===== config.mk =====
export PLATFORM = sky130hd
export DESIGN_NAME = lag_row_cell
export DESIGN_NICKNAME = d
export VERILOG_FILES = /design/src/lag_pkg.sv /design/src/lag_row_cell.sv
export VERILOG_INCLUDE_DIRS = /design/src /design/src/src
export SDC_FILE = /design/constraint.sdc
export NUM_CORES = 1
export LEC_CHECK = 0
export BUFFER_PORTS_ARGS = -buffer_cell sky130_fd_sc_hd__buf_2
export CAP_MARGIN = 0
export CORE_ASPECT_RATIO = 1.2
export CORE_MARGIN = 2
export CORE_UTILIZATION = 35
export DETAILED_ROUTE_END_ITERATION = 8
export GPL_ROUTABILITY_DRIVEN = 0
export PLACE_DENSITY_LB_ADDON = 0.05
export SYNTH_ARGS = -nofsm -noshare
export SYNTH_HDL_FRONTEND = slang
export SYNTH_SLANG_ARGS = --single-unit

===== constraint.sdc =====
create_clock -name aclk -period 4.12 [get_ports aclk]
set_input_delay 0.824 -clock aclk [delete_from_list [all_inputs] [get_ports aclk]]
set_output_delay 0.824 -clock aclk [all_outputs]
set_load 0.005 [all_outputs]

===== src/life_automaton_grid_assert.svh =====
// Assertion macros shared by the life grid modules.
`ifndef LIFE_AUTOMATON_GRID_ASSERT_SVH
`define LIFE_AUTOMATON_GRID_ASSERT_SVH

// Same-cycle implication, sampled on aclk, switched off while aresetn is low.
`define LAG_ASSERT_NOW(label, ante, cons) \
    label: assert property (@(posedge aclk) disable iff (!aresetn) (ante) |-> (cons)) \
        else $error("life grid check failed");

// Next-cycle implication, sampled on aclk, switched off while aresetn is low.
`define LAG_ASSERT_NEXT(label, ante, cons) \
    label: assert property (@(posedge aclk) disable iff (!aresetn) (ante) |=> (cons)) \
        else $error("life grid check failed");

`endif


===== src/lag_pkg.sv =====
// Shared types, constants and the B3/S23 rule for the life grid.
package lag_pkg;

    localparam int LAG_MAX_ROWS = 64;
    localparam int LAG_MAX_COLS = 64;

    localparam int LAG_OP_W    = 2;
    localparam int LAG_IDX_W   = 6;
    localparam int LAG_CFG_W   = 7;
    localparam int LAG_CFG_IDX_W = 1;
    localparam int LAG_COUNT_W = 4;

    localparam logic [LAG_COUNT_W-1:0] LAG_SURVIVE = LAG_COUNT_W'(2);
    localparam logic [LAG_COUNT_W-1:0] LAG_BIRTH   = LAG_COUNT_W'(3);
    localparam int LAG_NEIGHBOURS = 8;

    typedef enum logic [LAG_OP_W-1:0] {
        OP_WRITE = 2'd0,
        OP_STEP  = 2'd1,
        OP_READ  = 2'd2
    } lag_op_t;

    typedef enum logic [LAG_CFG_IDX_W-1:0] {
        CFG_ROWS_IN_USE = 1'b0,
        CFG_COLS_IN_USE = 1'b1
    } lag_cfg_idx_t;

    // Control broadcast from the top level to every row cell.
    typedef struct packed {
        logic write_en;
        logic step_en;
        logic new_value;
    } lag_ctrl_t;

    // Next state of one cell from its own value and its live neighbour count.
    function automatic logic lag_rule(input logic alive, input logic [LAG_COUNT_W-1:0] count);
        return (count == LAG_BIRTH) || (alive && (count == LAG_SURVIVE));
    endfunction

endpackage


===== src/lag_row_cell.sv =====
// One row of the life grid: holds the row, exchanges it with its neighbours, updates it.
module lag_row_cell #(
    parameter int NUM_COLS = lag_pkg::LAG_MAX_COLS,
    parameter int ROW_IDX  = 0
) (
    input  logic                            aclk,
    input  logic                            aresetn,
    input  lag_pkg::lag_ctrl_t              ctrl,
    input  logic [lag_pkg::LAG_IDX_W-1:0]   row_sel,
    input  logic [lag_pkg::LAG_CFG_W-1:0]   rows_in_use,
    input  logic [NUM_COLS-1:0]             col_mask,
    input  logic [NUM_COLS-1:0]             col_onehot,
    input  logic [NUM_COLS-1:0]             up_row,
    input  logic [NUM_COLS-1:0]             down_row,
    output logic [NUM_COLS-1:0]             nbr_row,
    output logic                            rd_bit
);
    import lag_pkg::*;

    `include "life_automaton_grid_assert.svh"

    logic [NUM_COLS-1:0]   row_reg;
    logic [NUM_COLS-1:0]   row_next;
    logic [NUM_COLS-1:0]   step_row;
    logic [NUM_COLS+1:0]   up_pad;
    logic [NUM_COLS+1:0]   own_pad;
    logic [NUM_COLS+1:0]   down_pad;
    logic                  active;
    logic                  row_hit;

    assign active  = 32'(rows_in_use) > 32'(ROW_IDX);
    assign row_hit = 32'(row_sel) == 32'(ROW_IDX);

    // Cells outside the region in use look dead to the rows around them.
    assign nbr_row = active ? (row_reg & col_mask) : '0;
    assign rd_bit  = row_hit && (|(row_reg & col_onehot));

    // A zero column on each side stands for the dead cells beyond the edge.
    assign up_pad   = {1'b0, up_row, 1'b0};
    assign own_pad  = {1'b0, nbr_row, 1'b0};
    assign down_pad = {1'b0, down_row, 1'b0};

    always_comb begin
        logic [LAG_COUNT_W-1:0] count;
        count    = '0;
        step_row = row_reg;
        for (int c = 0; c < NUM_COLS; c++) begin
            count = LAG_COUNT_W'(up_pad[c]) + LAG_COUNT_W'(up_pad[c+1])
                  + LAG_COUNT_W'(up_pad[c+2]) + LAG_COUNT_W'(own_pad[c])
                  + LAG_COUNT_W'(own_pad[c+2]) + LAG_COUNT_W'(down_pad[c])
                  + LAG_COUNT_W'(down_pad[c+1]) + LAG_COUNT_W'(down_pad[c+2]);
            if (col_mask[c]) begin
                step_row[c] = lag_rule(row_reg[c], count);
            end
        end
    end

    always_comb begin
        row_next = row_reg;
        priority if (ctrl.step_en && active) begin
            row_next = step_row;
        end else if (ctrl.write_en && row_hit) begin
            row_next = (row_reg & ~col_onehot) | (col_onehot & {NUM_COLS{ctrl.new_value}});
        end else begin
            row_next = row_reg;
        end
    end

    always_ff @(posedge aclk) begin
        if (!aresetn) begin
            row_reg <= '0;
        end else begin
            row_reg <= row_next;
        end
    end

    `LAG_ASSERT_NEXT(a_idle_row_holds, !active, $stable(row_reg))
    `LAG_ASSERT_NEXT(a_untouched_row_holds, !ctrl.step_en && !(ctrl.write_en && row_hit), $stable(row_reg))
    `LAG_ASSERT_NEXT(a_write_one_cell, ctrl.write_en && row_hit && !ctrl.step_en, $countones(row_reg ^ $past(row_reg)) <= 1)

endmodule

==> impl_metrics.env <==
export IMPL_cts_sinks=64
export IMPL_p_int_uw=2460
export IMPL_antenna_found_initial=28
export IMPL_synth_top_area_cell="fa_1"
export IMPL_synth_compound_area_share_pct=14.3
export IMPL_finalMaxSlewViolations=0
export IMPL_synth_top_family_by_area="adder cells"
export IMPL_cpMostUsedCell="fa_1"
export IMPL_initial_core_util_pct=35.5
export IMPL_fin_skew_ns=0.00833
export IMPL_hpwl_mm=45.2
export IMPL_ys_warn_count=0
export IMPL_arrival_ns=4.02
export IMPL_critPathMaxStageDelay_ns=0.50
export IMPL_synth_area_leaders="fa_1, ha_1, inv_1, dfxtp_1, nand3_1"
export IMPL_p_seq_share_pct=16.6
export IMPL_peakVddDrop_uv=189
export IMPL_drive_above_1_share_pct=25.5
export IMPL_insertion_delay_ns=0.36
export IMPL_tritoncts="yes"
export IMPL_syn_nets=2415
export IMPL_io_pins=339
export IMPL_vias=13600
export IMPL_die_w_um=194
export IMPL_critPathKind="in2reg"
export IMPL_synth_cell_types=34
export IMPL_detail_route_wl_per_cell_um=20.2
export IMPL_setup_worst_path_start_class="primary input"
export IMPL_worstPathMaxFanout=32
export IMPL_drtIter0Drc=675
export IMPL_drc_errors=0
export IMPL_setup_viol=0
export IMPL_p_leak_uw=0.00946
export IMPL_ctsResizeCount=0
export IMPL_drt_pass1_iterations=5
export IMPL_ys_seq_area_share_pct=8.43
export IMPL_syn_inst=1701
export IMPL_crit_path_top_delay_cell="fa_1"
export IMPL_layout_common_cells="inv_1, buf_2, fa_1"
export IMPL_synthAdderAreaFrac_pct=48.7
export IMPL_postRouteAntennaNets=0
export IMPL_avgSynthCellArea_um2=8.94
export IMPL_powerDensity_nw_per_um2=244
export IMPL_clock_path_buffers=2
export IMPL_nNetsFinal=2779
export IMPL_worstHoldPathType="reg2reg"
export IMPL_relSlewSlack_pct=25.5
export IMPL_status="completed"
export IMPL_critical_path_endpoint_type="register"
export IMPL_switching_power_uw=2010
export IMPL_drv_cap=0
export IMPL_synthMuxAreaShare_pct=4.74
export IMPL_ys_ff_latch=64
export IMPL_p_clk_share_pct=20.4
export IMPL_dp_slack_ns=0.00841
export IMPL_rows=83
export IMPL_cts_root_buf="clkbuf_16"
export IMPL_dieArea_um2=45100
export IMPL_synth_xor_area_share_pct=0
export IMPL_min_period_ns=3.74
export IMPL_cts_setup_buffers=0
export IMPL_fill_cells=4424
export IMPL_dpl_cell_area_um2=17900
export IMPL_grt_pass1_vias=14200
export IMPL_die_h_um=232
export IMPL_fin_tns_setup_ns=0
export IMPL_post_route_period_util_pct=90.7
export IMPL_max_freq_ghz=0.268
export IMPL_core_area_um2=42800
export IMPL_path_cells="buf_2 -> nor4_1 -> buf_4 -> nand2_2 -> buf_12 -> buf_12 -> nand3_1 -> fa_1 -> fa_1 -> inv_1 -> ha_1 -> fa_1 -> o21ai_0 -> o2111ai_1 -> a31oi_1"
export IMPL_vias_per_cell=5.18
export IMPL_routed_wl_mm=53.2
export IMPL_finalHoldViolations=0
export IMPL_synthesis_area_um2=15200
export IMPL_stdcell_area_um2=18300
export IMPL_cts_made_buffers=9
export IMPL_grt_max_degree=65
export IMPL_pwr_share_comb_pct=62.9
export IMPL_yosysTopAreaCellShare_pct=33.2
export IMPL_clk_pin_slew_worst_paths_ns=0.07
export IMPL_final_common_cell="inv_1"
export IMPL_critPathRequiredTime_ns=4.41
export IMPL_grt_pass1_wl_mm=82.3
export IMPL_area_delta_synth_final_pct=20.2
export IMPL_port_buffers=338
export IMPL_rsz0062_at_grt="no"
export IMPL_yosys_area_share_simple_pct=12.3
export IMPL_grt_util_all_layers_pct=23.9
export IMPL_htree_levels=3
export IMPL_switching_share_pct=45.0
export IMPL_cts_hold_fix_buffers=0
export IMPL_setup_ws_ns=0.383
export IMPL_worst_pin_slew_ns=1.12
export IMPL_grt_overflow_total=0
-- layout make-up --
| class | instances | area [µm²] | area share (%) |
|---|---|---|---|
| tap | 552 | 691 | 3.78 |
| inverter | 387 | 1450 | 7.95 |
| antenna | 12 | 30.0 | 0.164 |
| sequential | 64 | 1280 | 7.01 |
| clock buffer | 12 | 256 | 1.40 |
| clock inverter | 3 | 65.1 | 0.356 |
| multi-input combinational | 1188 | 12200 | 66.6 |
| timing repair buffer | 415 | 2330 | 12.8 |
-- power groups by stage --
stage | combinational [µW] | sequential [µW] | clock, µW
finish | 2810 | 743 | 912
global placement | 2750 | 756 | 0
floorplan | 1970 | 713 | 0
global route | 3330 | 747 | 947
CTS | 2860 | 741 | 932
detailed placement | 2830 | 755 | 0
-- per-stage QoR --
step / total power [µW] / util (%) / cells / hold slack [ns]
after global placement: 3510 / 41.9 / 2606 / 0.535
after detailed placement: 3590 / 41.9 / 2606 / 0.542
after global routing: 5020 / 42.7 / 2629 / 0.607
after CTS: 4530 / 42.6 / 2621 / 0.551
after floorplan: 2680 / - / 1701 / 0.496
final: 4460 / 42.7 / 2633 / 0.555
-- synth_stat cells --
library cell,count
inv_1,387
fa_1,252
ha_1,188
nand3_1,188
o21ai_0,122
nand2_1,66
dfxtp_1,64
a31oi_1,63
o2111ai_1,63
a21oi_1,61
nor3_2,49
mux2_2,44
clkbuf_1,36
mux2_1,20
nor3_1,18
a22oi_1,14
buf_2,14
a221oi_1,9
a22o_1,9
buf_6,7
nand4_1,5
nor2_1,5
buf_4,3
a211oi_1,2
a311oi_1,2
nor4_1,2
a21bo_2,1
and2_1,1
and3_1,1
buf_1,1
clkbuf_4,1
nor2b_1,1
or2_2,1
or4_4,1
-- final timing paths --
check / cells after the start / start / to / slack, ns
max reg2reg: 9 / register / register / 1.13
min reg2reg: 2 / register / register / 0.55
min: 2 / register / register / 0.55
max: 15 / rows_in_use[0] / register / 0.38
-- critical path, delay by kind of cell --
family | cells | cell delay (ns)
adders and majority gates | 4 | 1.52
buffers and inverters | 5 | 0.68
and+or+nand+nor | 3 | 0.48
AOI/OAI and AO/OA | 3 | 0.48
-- logic make-up after synthesis --
| logic type | after synthesis |
|---|---|
| DFF | 64 |
| AOI/OAI and AO/OA | 346 |
| adders and majority gates | 440 |
| muxes | 64 |
| buffers and inverters | 449 |
| and+or+nand+nor | 338 |
-- routing by layer --
| layer | up-vias | track usage [%] | share of wire, % |
|---|---|---|---|
| met5 | - | 0 | 0.36 |
| met4 | 30 | 7.29 | 2.2 |
| met3 | 76 | 4.92 | 5.8 |
| met2 | 350 | 40.5 | 48 |
| met1 | 6655 | 30.6 | 43 |
| li1 | 6532 | - | - |
No activity file was read; power rests on OpenSTA's default activity.
